[config.mk]
export PLATFORM = sky130hd
export DESIGN_NAME = gbe_ctrl
export DESIGN_NICKNAME = d
export VERILOG_FILES = /design/src/hdl/gbe_pkg.sv /design/src/hdl/gbe_ctrl.sv
export SDC_FILE = /design/constraint.sdc
export NUM_CORES = 1
export LEC_CHECK = 0
export BUFFER_PORTS_ARGS = -buffer_cell sky130_fd_sc_hd__buf_4
export CAP_MARGIN = 20
export CORE_AREA = 4 4 41 43
export DETAILED_ROUTE_END_ITERATION = 12
export DIE_AREA = 0 0 45 47
export GPL_ROUTABILITY_DRIVEN = 0
export GPL_TIMING_DRIVEN = 0
export PLACE_DENSITY = 0.65
export SYNTH_ARGS = -nofsm -noshare
export SYNTH_HDL_FRONTEND = slang
export SYNTH_SLANG_ARGS = --single-unit
export TNS_END_PERCENT = 1
[constraint.sdc]
create_clock -name clk -period 2.3 [get_ports clk]
set_input_delay 0.46 -clock clk [delete_from_list [all_inputs] [get_ports clk]]
set_output_delay 0.46 -clock clk [all_outputs]
set_load 0.02 [all_outputs]
[src/hdl/gbe_pkg.sv]
// Shared constants, codes and controller/datapath interface types for the bitmap engine.
`timescale 1ns / 1ps

package gbe_pkg;

  localparam int MAX_BITS = 4096;
  localparam int WORD_W   = 32;
  localparam int WORDS    = MAX_BITS / WORD_W;
  localparam int WIDX_W   = $clog2(WORDS);
  localparam int BIDX_W   = $clog2(WORD_W);
  localparam int OFF_W    = 12;
  localparam int SIZE_W   = 13;
  localparam int REQ_W    = 3;
  localparam int ST_W     = 2;
  localparam int PC_W     = BIDX_W + 1;

  localparam int IN_TDATA_W  = 40;
  localparam int OUT_TDATA_W = 32;
  localparam int OUT_USED_W  = 1 + 2 * SIZE_W;

  typedef enum logic [REQ_W-1:0] {
    REQ_INIT      = 3'd0,
    REQ_SET_BIT   = 3'd1,
    REQ_SET_RANGE = 3'd2,
    REQ_READ_BIT  = 3'd3,
    REQ_COUNT     = 3'd4
  } req_t;

  typedef enum logic [ST_W-1:0] {
    ST_OK    = 2'd0,
    ST_CAP   = 2'd1,
    ST_RANGE = 2'd2
  } status_t;

  typedef enum logic [3:0] {
    S_RSTCLR,
    S_IDLE,
    S_EXEC,
    S_INITCLR,
    S_FILL,
    S_RDWAIT,
    S_RDCAP,
    S_CNT,
    S_CNTEND,
    S_FIN
  } state_t;

  typedef struct packed {
    logic load;
    logic exec;
    logic clr_wr;
    logic fill_wr;
    logic widx_inc;
    logic cnt_rd;
    logic rd_cap;
    logic out_load;
  } dp_cmd_t;

  typedef struct packed {
    req_t req;
    logic ok;
    logic zero_len;
    logic widx_max;
    logic widx_at_hi;
    logic out_free;
  } dp_stat_t;

endpackage

[src/hdl/gbe_ctrl.sv]
// Request sequencer: walks each request through clear, fill, read and count phases.
`timescale 1ns / 1ps

module gbe_ctrl (
  input  logic               clk,
  input  logic               rst,
  input  logic               in_valid,
  output logic               in_ready,
  input  gbe_pkg::dp_stat_t  stat,
  output gbe_pkg::dp_cmd_t   cmd
);

  gbe_pkg::state_t state, state_next;

  always_ff @(posedge clk) begin
    if (rst) begin
      state <= gbe_pkg::S_RSTCLR;
    end else begin
      state <= state_next;
    end
  end

  always_comb begin
    state_next = state;
    cmd        = '0;
    in_ready   = 1'b0;
    unique case (state)
      gbe_pkg::S_RSTCLR: begin
        cmd.clr_wr   = 1'b1;
        cmd.widx_inc = 1'b1;
        if (stat.widx_max) state_next = gbe_pkg::S_IDLE;
      end
      gbe_pkg::S_IDLE: begin
        in_ready = 1'b1;
        if (in_valid) begin
          cmd.load   = 1'b1;
          state_next = gbe_pkg::S_EXEC;
        end
      end
      gbe_pkg::S_EXEC: begin
        cmd.exec   = 1'b1;
        state_next = gbe_pkg::S_FIN;
        if (stat.ok) begin
          unique case (stat.req)
            gbe_pkg::REQ_INIT:      state_next = gbe_pkg::S_INITCLR;
            gbe_pkg::REQ_SET_BIT:   state_next = gbe_pkg::S_FILL;
            gbe_pkg::REQ_SET_RANGE: begin
              if (!stat.zero_len) state_next = gbe_pkg::S_FILL;
            end
            gbe_pkg::REQ_READ_BIT:  state_next = gbe_pkg::S_RDWAIT;
            gbe_pkg::REQ_COUNT:     state_next = gbe_pkg::S_CNT;
            default:                state_next = gbe_pkg::S_FIN;
          endcase
        end
      end
      gbe_pkg::S_INITCLR: begin
        cmd.clr_wr   = 1'b1;
        cmd.widx_inc = 1'b1;
        if (stat.widx_max) state_next = gbe_pkg::S_FIN;
      end
      gbe_pkg::S_FILL: begin
        cmd.fill_wr = 1'b1;
        if (stat.widx_at_hi) begin
          state_next = gbe_pkg::S_FIN;
        end else begin
          cmd.widx_inc = 1'b1;
        end
      end
      gbe_pkg::S_RDWAIT: begin
        state_next = gbe_pkg::S_RDCAP;
      end
      gbe_pkg::S_RDCAP: begin
        cmd.rd_cap = 1'b1;
        state_next = gbe_pkg::S_FIN;
      end
      gbe_pkg::S_CNT: begin
        cmd.cnt_rd = 1'b1;
        if (stat.widx_at_hi) begin
          state_next = gbe_pkg::S_CNTEND;
        end else begin
          cmd.widx_inc = 1'b1;
        end
      end
      gbe_pkg::S_CNTEND: begin
        state_next = gbe_pkg::S_FIN;
      end
      gbe_pkg::S_FIN: begin
        if (stat.out_free) begin
          cmd.out_load = 1'b1;
          state_next   = gbe_pkg::S_IDLE;
        end
      end
      default: state_next = gbe_pkg::S_RSTCLR;
    endcase
  end

endmodule

**After elaboration in Yosys (flattened, before gate mapping)**

Index checks and enable logic that the tools add are counted.

- Bits in registers: 4

- Equal/unequal tests: 19
- Muxes and demuxes: 22
- Reduce and logical (&&, ||, !) cells: 6

Operator list:

| kind | count |
|---|---|
| $pmux W4 S9 | 1 |
| $mux W4 | 8 |
| $pmux W4 S5 | 1 |
| $eq A4 B3 Y1 const B | 4 |
| $ne A2 B2 Y1 const B | 6 |
| $mux W1 | 11 |
| $eq A4 B2 Y1 const B | 2 |
| $eq A4 B4 Y1 const B | 2 |
| $eq A3 B2 Y1 const B | 2 |
| $reduce_and A6 Y1 | 1 |
| $reduce_or A2 Y1 | 3 |
| $eq A4 B1 Y1 const B | 1 |
| $logic_not A4 Y1 | 1 |
| $eq A3 B1 Y1 const B | 1 |
| $eq A3 B3 Y1 const B | 1 |
| $logic_not A3 Y1 | 1 |
| $pmux W1 S2 | 1 |

**Depth between registers and ports, before layout**

- Depth after elaboration: 4
- Gate-level depth with buffers: 5
- Mapped depth without buffers: 4

**Least setup slack after synthesis**

OpenSTA, ideal clock, no wires.

- Path kind: reg-to-output
- Start: register state[0]
- End: output cmd[7] (netlist bit)
- Arrival time: 1434 ps
- Setup slack: 406 ps
- Stages on the path, launching flop included: 5
- Buffers on the path: 1
- Path through: dfxtp_1 -> buf_6 -> or3b_1 -> nor2_1 -> and2_1

RTL lines:

| what | line | text |
|---|---|---|
| start: declaration | gbe_ctrl.sv:13 | `gbe_pkg::state_t state, state_next;` |
| start signal: assignment | gbe_ctrl.sv:17 | `state <= gbe_pkg::S_RSTCLR;` |
| start signal: assignment | gbe_ctrl.sv:19 | `state <= state_next;` |
| end: declaration | gbe_ctrl.sv:10 | `output gbe_pkg::dp_cmd_t cmd` |

==> results.txt <==
Most common flop cell mapped by yosys = sky130_fd_sc_hd__dfxtp_1
Synthesized area = 479 µm²
Share of power burned in registers = 0.160
Number of top-level design ports = 20
DR iter-0 viols = 13
Detail Placement HPWL = 923 µm
Mean area per synthesized cell = 7.99 µm²
Global Route Usage Sum = 0.125
Count of mapped cells out of synthesis = 60
Worst-case headroom to the max-slew limit = 0.732
Transition time at the pin with the least slew margin = 400 ps
Endpoints failing setup = 0
Worst setup EP type = output port
R2R Path End = state[3]$_SDFFE_PP0P_
Path category of the worst min-delay check = input pin to flip-flop
Element type at the critical path start = flip-flop
Die area = 2120 µm²
Final period util = 0.851
Core box area = 1300 µm²
Critical path cell sequence = buf_6 > or3b_1 > nor2_1 > and2_1 > buf_4
Flip-flop and latch count after synthesis = 4
Detailed-routing iteration count for the pre-antenna-repair pass = 4
Layout area overhead = 38.4%
Layout cells sized above 1 = 0.366
Data required time of the critical path = 1840 ps
Total of warnings raised by yosys = 0
Worst-case reg-to-reg path depth = 4
Worst path slowest cell = sky130_fd_sc_hd__or3b_1
Maximum cell stage delay along the critical path = 420 ps
Max Slew Vio Count = 0
Highest fanout seen on the critical path = 9
Most area-hungry cell type in the Yosys netlist = sky130_fd_sc_hd__dfxtp_1
Clock transition time at the flip-flop clock pins of the worst setup and hold paths = 40 ps
Setup repair bufs after CTS = 0
Number of buffers inserted by hold repair at cts = 0
Distinct cell type count after synthesis = 34
Top cells by area, synth = sky130_fd_sc_hd__dfxtp_1 17%, sky130_fd_sc_hd__nor2b_1 6.5%, sky130_fd_sc_hd__a2111oi_4 5.7%
Core Util, Final = 0.510
X dimension of the die = 45 µm
Leak = 0.282 nW
Fill cell total of the finished layout = 134
MaxCap Viol Count = 0
Maximum clock insertion buffer count = 2
Synthesized net count = 71
Total via count in the routed design = 518
CTS tree = built
Total number of clock tree sinks = 4
Layout Nets = 95
Insertion delay of the later-clocked pin in the worst-skew pair = 230 ps
CP Capture Point = cmd[7]
Switching power = 0.288 mW
Post-detailed-route via-to-cell ratio = 5.34
Number of design rule violations left after detail routing = 0
Number of antenna violations at the first check in global routing = 0
Number of inserted diodes = 0
Remaining antenna violation count = 0
Critical path start-end classification = flip-flop to output port
Total wire length after detailed routing = 1150 µm
Routed len/inst = 11.9 µm
Combinational Power Share = 0.710
VDD IR max = 0.482 mV
Internal power component = 0.352 mW
Cts bufs inserted = 3
Data arrival time of the critical path = 1500 ps
Total overflow reported by the global router = 0
Worst setup startpoint = state[0]$_SDFFE_PP0P_
Pwr dens = 965 nW/µm²
Share of power burned in the clock network = 0.130
Outcome = finished, final reports clean
CTS H-tree lvls = 1
Port Buf Inserts = 19
Starting Density = 0.368
Flip-flop count of the largest register after layout = 4
Number of enable flip-flop cells after synthesis = 0
RSZ-0062 raised after global routing = no
Vias in the first global route = 465
Registers with the highest flip-flop counts = state x4
Register-to-register setup slack = 760 ps
Clock tree root driver cell = sky130_fd_sc_hd__clkbuf_4
Register bank with the most flops = state
Standard-cell rows = 13
Clock period minus final worst setup slack = 1960 ps
Skew final = 3.37 ps
Switching fraction of total power = 0.450
Maximum number of pins on one net before global-route repair = 11
Wire length of the first global-routing pass = 2010 µm
Async set-or-reset flop fraction in the synthesized netlist = 0
Post_cts resized = 0
Reg-to-reg startpoint = state[3]$_SDFFE_PP0P_
Vertical extent of the die = 47 µm
Area share of the leading cell type in the synthesized netlist = 0.167
Number of endpoints with negative hold slack in the final report = 0
Total Negative Setup Slacks = 0 ps
Highest achievable clock rate = 511 MHz
Top-count cell post-synth = sky130_fd_sc_hd__nor2b_1
Share of synthesized area occupied by flip-flops and latches = 0.167
cell type report:
cell class	instances	area, µm²	area share
multi-input cells	47	348	0.525
repair buffers	19	143	0.215
flip-flops and latches	4	80.1	0.121
plain buffers	4	32.5	0.0491
clock buffers	3	22.5	0.0340
inverters	5	18.8	0.0283
well taps	15	18.8	0.0283
metrics by stage:
step	instance area (µm²)	hold slack (ps)	power [mW]	setup slack [ps]	cells
floorplan	479	529	0.420	406	60
global placement	641	591	0.557	595	94
detailed placement	641	595	0.556	590	94
CTS	663	420	0.646	322	97
global route	663	421	0.703	206	97
finish	663	430	0.640	343	97
cells by family (layout without fill, tap and decap cells):
family | Yosys count | count (layout) | share of synthesized area
xor+xnor | 1 | 1 | 0.0183
flops | 4 | 4 | 0.167
compound gates | 15 | 15 | 0.295
fa+ha+maj | 1 | 1 | 0.0209
simple gates | 29 | 29 | 0.371
mux | 1 | 1 | 0.0209
buf+inv | 9 | 31 | 0.107
placed cells by master, fill, tap and decap left out, types with 3 or more instances in the layout:
master                      n
sky130_fd_sc_hd__nor3_1     4
sky130_fd_sc_hd__inv_1      4
sky130_fd_sc_hd__nor2_1     4
sky130_fd_sc_hd__buf_4     19
sky130_fd_sc_hd__dfxtp_1    4
sky130_fd_sc_hd__nor2b_1    5
sky130_fd_sc_hd__nand2_1    4
sky130_fd_sc_hd__clkbuf_4   3
power by group through the flow:
stage / sequential, mW / combinational (mW) / clock (mW)
after floorplan: 0.100 / 0.320 / 0
after global placement: 0.103 / 0.454 / 0
after detailed placement: 0.103 / 0.453 / 0
after CTS: 0.102 / 0.455 / 0.0891
after global routing: 0.105 / 0.500 / 0.0981
final: 0.102 / 0.454 / 0.0832
worst min path at each step:
stage / depth (start not counted) / startpoint / to / slack [ps]
after CTS: 2 / rst / state[1]$_SDFFE_PP0P_ / 420
final: 2 / rst / state[0]$_SDFFE_PP0P_ / 430
after floorplan: 1 / rst / state[0]$_SDFFE_PP0P_ / 530
after global placement: 3 / state[0]$_SDFFE_PP0P_ / state[0]$_SDFFE_PP0P_ / 590
after detailed placement: 3 / state[0]$_SDFFE_PP0P_ / state[0]$_SDFFE_PP0P_ / 600
after global routing: 2 / rst / state[2]$_SDFFE_PP0P_ / 420
routing by layer:
layer / GRT usage / share of wire
met1: 0.170 / 0.46
met5: 0 / 0
met3: 0.0536 / 0.10
met4: 0 / 0
met2: 0.195 / 0.44
critical path: cells and delay by family, from the launching register on:
family	cells	cell delay [ps]
flip-flops	1	310
AND/OR/NAND/NOR	3	700
buffers and inverters	2	250
(Power assumes the default switching activity.)
